## src/rtl/sit_pkg.sv

```systemverilog
// ----------------------------------------------------------------------------
// sit_pkg: shared definitions for the segment intersection test
// Field widths, the default coordinate width, verdict codes and the flag
// bundle that travels down the pipeline next to the products.
// ----------------------------------------------------------------------------
package sit_pkg;

	localparam int FIELD_WIDTH     = 32;
	localparam int ID_WIDTH        = 32;
	localparam int COORD_WIDTH_DEF = 32;
	localparam int NUM_COORDS      = 8;
	localparam int NUM_IDS         = 4;
	localparam int NUM_ORIENT      = 4;

	typedef enum logic [1:0] {
		REASON_CROSS  = 2'd0,
		REASON_BOX    = 2'd1,
		REASON_SHARED = 2'd2,
		REASON_ORIENT = 2'd3
	} sit_reason_t;

	// Early decisions that take priority over the orientation test.
	typedef struct packed {
		logic box_fail;
		logic shared;
	} sit_flags_t;

endpackage

```

## src/rtl/sit_front.sv

```systemverilog
// ----------------------------------------------------------------------------
// sit_front: first pipeline stage
// Box overlap test, shared vertex test and the coordinate differences
// needed by the four orientation determinants.
// ----------------------------------------------------------------------------
module sit_front #(
	parameter int COORD_WIDTH = sit_pkg::COORD_WIDTH_DEF
) (
	input  logic clk,
	input  logic arst_n,
	input  logic en,
	input  logic valid_in,
	input  logic [sit_pkg::NUM_COORDS-1:0][sit_pkg::FIELD_WIDTH-1:0] coord,
	input  logic [sit_pkg::NUM_IDS-1:0][sit_pkg::ID_WIDTH-1:0] ids,
	output logic valid_s1,
	output sit_pkg::sit_flags_t flags_s1,
	output logic [sit_pkg::NUM_ORIENT-1:0][3:0][COORD_WIDTH:0] diff_s1
);

	logic signed [COORD_WIDTH-1:0] px [4];
	logic signed [COORD_WIDTH-1:0] py [4];
	logic signed [COORD_WIDTH-1:0] fx_hi, fx_lo, fy_hi, fy_lo;
	logic signed [COORD_WIDTH-1:0] sx_hi, sx_lo, sy_hi, sy_lo;
	sit_pkg::sit_flags_t flags;
	logic [sit_pkg::NUM_ORIENT-1:0][3:0][COORD_WIDTH:0] diff;

	function automatic logic [COORD_WIDTH:0] sub(input logic [COORD_WIDTH-1:0] p,
		input logic [COORD_WIDTH-1:0] q);
		return {p[COORD_WIDTH-1], p} - {q[COORD_WIDTH-1], q};
	endfunction

	// Differences for orientation (a, b, c): a.x-c.x, b.y-c.y, a.y-c.y, b.x-c.x.
	function automatic logic [3:0][COORD_WIDTH:0] orient_diffs(input int a, input int b,
		input int c);
		logic [3:0][COORD_WIDTH:0] d;
		d[0] = sub(px[a], px[c]);
		d[1] = sub(py[b], py[c]);
		d[2] = sub(py[a], py[c]);
		d[3] = sub(px[b], px[c]);
		return d;
	endfunction

	always_comb begin
		for (int p = 0; p < 4; p++) begin
			px[p] = coord[2*p][COORD_WIDTH-1:0];
			py[p] = coord[2*p+1][COORD_WIDTH-1:0];
		end
		fx_hi = (px[0] > px[1]) ? px[0] : px[1];
		fx_lo = (px[0] < px[1]) ? px[0] : px[1];
		fy_hi = (py[0] > py[1]) ? py[0] : py[1];
		fy_lo = (py[0] < py[1]) ? py[0] : py[1];
		sx_hi = (px[2] > px[3]) ? px[2] : px[3];
		sx_lo = (px[2] < px[3]) ? px[2] : px[3];
		sy_hi = (py[2] > py[3]) ? py[2] : py[3];
		sy_lo = (py[2] < py[3]) ? py[2] : py[3];
		flags.box_fail = (fx_hi < sx_lo) || (sx_hi < fx_lo) ||
			(fy_hi < sy_lo) || (sy_hi < fy_lo);
		flags.shared = (ids[0] == ids[2]) || (ids[0] == ids[3]) ||
			(ids[1] == ids[2]) || (ids[1] == ids[3]);
		diff[0] = orient_diffs(0, 1, 2);
		diff[1] = orient_diffs(0, 1, 3);
		diff[2] = orient_diffs(2, 3, 0);
		diff[3] = orient_diffs(2, 3, 1);
	end

	always_ff @(posedge clk or negedge arst_n) begin
		if (!arst_n) begin
			valid_s1 <= 1'b0;
		end else if (en) begin
			valid_s1 <= valid_in;
		end
	end

	always_ff @(posedge clk) begin
		if (en) begin
			flags_s1 <= flags;
			diff_s1  <= diff;
		end
	end

endmodule

```

## config.mk

```make
export PLATFORM = sky130hd
export DESIGN_NAME = sit_front
export DESIGN_NICKNAME = d
export VERILOG_FILES = /design/src/rtl/sit_pkg.sv /design/src/rtl/sit_front.sv
export SDC_FILE = /design/constraint.sdc
export NUM_CORES = 2
export LEC_CHECK = 0
export BUFFER_PORTS_ARGS = -buffer_cell sky130_fd_sc_hd__buf_2
export CAP_MARGIN = 10
export CORE_AREA = 2 2 362 364
export DETAILED_ROUTE_END_ITERATION = 10
export DIE_AREA = 0 0 364 366
export PLACE_DENSITY = 0.65
export SLEW_MARGIN = 20
export SYNTH_ARGS = -nofsm -noshare
export SYNTH_HDL_FRONTEND = slang
export SYNTH_SLANG_ARGS = --single-unit
```

## constraint.sdc

```tcl
create_clock -name clk -period 1.91 [get_ports clk]
set_clock_uncertainty 0.1 [all_clocks]
set_input_delay 0.0955 -clock clk [delete_from_list [all_inputs] [get_ports clk]]
set_output_delay 0.0955 -clock clk [all_outputs]
set_load 0.03 [all_outputs]
```

* Word-level counts from Yosys, hierarchy flattened
Cells that the tools add are included.
** Cells by class
- Add/sub/neg operators :: 16
- Magnitude comparators :: 12
- Equality and inequality tests :: 4
- Multiplexer cells :: 8
- Reductions and logical operators :: 6
** Operator list (count)
- subtractor 32 x 32 -> 33 bit :: 16
- less-than comparator 32 bit :: 8
- 2-to-1 mux 32 bit :: 8
- == test 32 bit :: 4
- greater-than comparator 32 bit :: 4
- logical OR 1 bit :: 6
** Storage, ports and cells
- Flip-flop bits (word level) :: 531
- Input bits :: 388
- Output and inout port bits :: 531
- Logic and storage cells :: 65

* Logic depth before layout (Yosys ltp)
- Word-level depth :: 6
- Depth in mapped cells :: 23
- Mapped depth without buffers :: 22

* Worst setup path after synthesis
No wires, ideal clock.
- Path kind :: input-to-reg
- Start point :: input coord[202] (netlist name)
- End point :: register flags_s1[1] (netlist name), data pin
- Library setup time :: 259 ps
- Arrival :: 4715 ps
- Data required time :: 1551 ps
- Path slack :: -3164 ps
- Stages on the path :: 23
- Buffers on the path :: 1
- Cells stage by stage :: inv_1 > ha_1 > a21o_1 > a221oi_1 > o221ai_1 > o311ai_1 > nand4_1 > xnor2_2 > nand2_1 > clkbuf_1 > nand2_1 > o21ai_0 > ha_1 > a21o_1 > a21o_1 > a21o_1 > a21o_1 > a221o_1 > a221oi_1 > nor2_1 > a2111oi_0 > o311ai_1 > a211o_1
** RTL lines
- start, declared :: RTL line sit_front.sv:13 : input logic [sit_pkg::NUM_COORDS-1:0][sit_pkg::FIELD_WIDTH-1:0] coord,
- end signal, assigned :: RTL line sit_front.sv:76 : flags_s1 <= flags;
- end, declared :: RTL line sit_front.sv:16 : output sit_pkg::sit_flags_t flags_s1,

==> impl_results.md <==
* Final Hold Viols at 0
* Final setup TNS at -159860 ps
* Via count at 59300
* Place WS at -4190 ps
* Ranking of synthesized cells by area: edfxtp_1 31%, ha_1 19%, xnor2_1 7.6%
* Worst Path Required at 2250 ps
* Hold Crit Class: in2reg
* Post-synth ARST share at 0.191%
* Max incr delay on CP at 480 ps
* H-tree depth at 2
* Post-synth EDFFs at 522
* Number of nets in the layout at 10100
* Starting Density at 39.8%
* Startpoint types: input pin
* CP most frequent cell: buf_12
* Vias in the first global route at 57700
* Clock-pin slew on the worst setup and hold paths at 60 ps
* Row count at 132
* Cts bufs inserted at 56
* Routed wire length at 285000 um
* Maximum clock insertion buffer count at 3
* Buffers on Ports at 918
* Worst Path Max Fanout at 7
* Die height at 366 um
* Drt initial violations at 6217
* Max layer used: met5
* Static leakage power at 0.0396 uW
* Grt ovf at 0
* Routed vias/inst at 5.50
* RePlAce Congestion at 1.08
* Outcome: complete, but fails checks
* Die Wd at 364 um
* Synthesized cell area at 51300 um^2
* Post-DP HPWL at 241000 um
* CP Data Arrival Time at 5090 ps
* DR WL met2 at 127000 um
* Post-Syn Nets at 7007
* Crit end category: flip-flop
* Avg Inst Size Synth at 8.79 um^2
* Initial antenna violation count at 30
* List of most frequent post-synthesis cells: 764 x ha_1, 695 x a21oi_1, 522 x edfxtp_1, 451 x o21ai_0, 446 x xnor2_1
* Cells after Synth at 5839
* Share of cells above drive strength 1 at 44.5%
* Setup-failing EPs final at 361
* CTS tree: built
* Wirelength per Cell at 26.4 um
* Post-synth top area share at 30.6%
* Wl on met1 at 114000 um
* Clock Latency Late Sink at 700 ps
* Cell Area, Placed at 76000 um^2
* First-pass GRT wire length at 393000 um
* Largest net degree at the start of global routing at 82
* Slack of the critical path at -2830 ps
* Max Clock Freq at 0.211 GHz
* Count leader, synth: ha_1
* Failing checks: setup timing
* Cell area after layout at 82900 um^2
* Synth Flop Type: edfxtp_1
* Pre-antenna DRT Iters at 6
* CP Class: in2reg
* Fin. max-slew vios at 0
* Synth cell types at 77
* Hold Slack at 11.5 ps
* RSZ-0062 raised after global routing: true
* Fin crit period at 4740 ps
* Total chip power at 61200 uW
* Period Utilization, post-route at 248%
* Max Cap Viol at 0
* Post-DRT Antenna Nets at 0
* Core box area at 129000 um^2
* Clk sinks at 523
* Seq cells post-synth at 523
* Residual DRC at 0
* Sequential area share after synthesis at 30.6%
* Pwr dens at 738 nW/um^2
* Slew HR at 47.9%
* Die area at 133000 um^2
* CTS root buffer: clkbuf_16
* GRT Resource Usage Total at 40.5%
* Slowest cell on crit path: a2111o_1
* VDD IR max at 0.791 mV
* Slew @ Worst Pin at 774 ps
* Area grow syn2layout at 61.6%
* Routed wl met3 at 22500 um
* Synth area leader: edfxtp_1
* Yosys warns at 0
* I/O pin count at 919
[cell usage in the layout, fill, tap and decap left out, types with 59 or more instances in the layout]
cell,n
clkbuf_16,59
nor2_1,416
o21ai_2,67
a21oi_1,576
buf_2,890
ha_1,699
buf_4,2243
nand4_1,128
edfxtp_1,522
o21ai_1,99
xnor2_1,414
a21oi_2,101
nand2b_1,69
buf_6,87
nand3_1,66
inv_1,346
nor3_1,72
o21bai_1,90
o21a_1,64
a21o_1,270
o21ai_0,267
dlygate4sd3_1,60
xor2_1,106
nand2_1,367
nor2b_1,88
[layout make-up]
cell class                 count  area, um^2
sequential                   523       15700
clock buffer                  60        1420
clock inverter                43         480
inverter                     383        1590
multi-input combinational   4668       37400
timing repair buffer        3347       24100
tap                         1742        2180
antenna                       15        37.5
fill                       10900       46100
[registers in the layout, indices dropped and copies added (netlist names)]
signal,count
diff_s1,520
flags_s1,2
valid_s1,1
[worst max-delay path: cells and delay by family]
kind	cells	cell delay, ps
buf+inv	8	1270
simple gates	5	790
compound gates	10	2270
fa+ha+maj	2	610
[per-stage QoR]
step,util [%],instances
after CTS,62.2,10700
after floorplan,-,5839
after global placement,58.9,10500
after detailed placement,58.9,10500
after global routing,64.3,10800
final,64.3,10800
[path summary, 6_finish.rpt]
check	from	end	slack [ps]	depth (start not counted)
worst max register to register	valid_s1	valid_s1	500	2
worst max-delay path	coord[60]	flags_s1[1]	-2830	25
worst min-delay path	coord[1]	diff_s1[364]	10	5
max in group asynchronous	arst_n	valid_s1	1430	3
worst min register to register	valid_s1	valid_s1	970	2
min in group asynchronous	arst_n	valid_s1	170	3
[power by group]
part	switching, uW	total (uW)	internal (uW)
clock network	4990	11400	6400
registers	916	16100	15200
logic	19700	33700	14000
total	25600	61200	35600
[kinds of logic (layout without fill, tap and decap cells)]
logic type / Yosys count / after routing / synth area share, %
xor gates and xnor gates: 565 / 565 / 9.66
and+or+nand+nor: 1429 / 1430 / 13.2
AOI/OAI and AO/OA: 1876 / 1876 / 22.1
adders and majority gates: 780 / 780 / 19.3
muxes: 17 / 17 / 0.341
buffers and inverters: 649 / 3833 / 4.81
other: 0 / 15 / 0
DFF: 523 / 523 / 30.6
[metal layers]
metal | track usage [%] | vias up
met3 | 6.48 | 681
met1 | 51.7 | 28500
li1 | - | 27300
met4 | 24.0 | 18
met2 | 64.4 | 2822
met5 | 0 | -
[timing repair]
item,4_1_cts,5_1_grt
hold buffers,58,2
endpoints found under the hold margin,176,2
resized for setup,257,401
setup endpoints to repair,375,380
setup buffers,52,106
pin swaps,115,238
cloned,2,5
(Power assumes the default switching activity.)
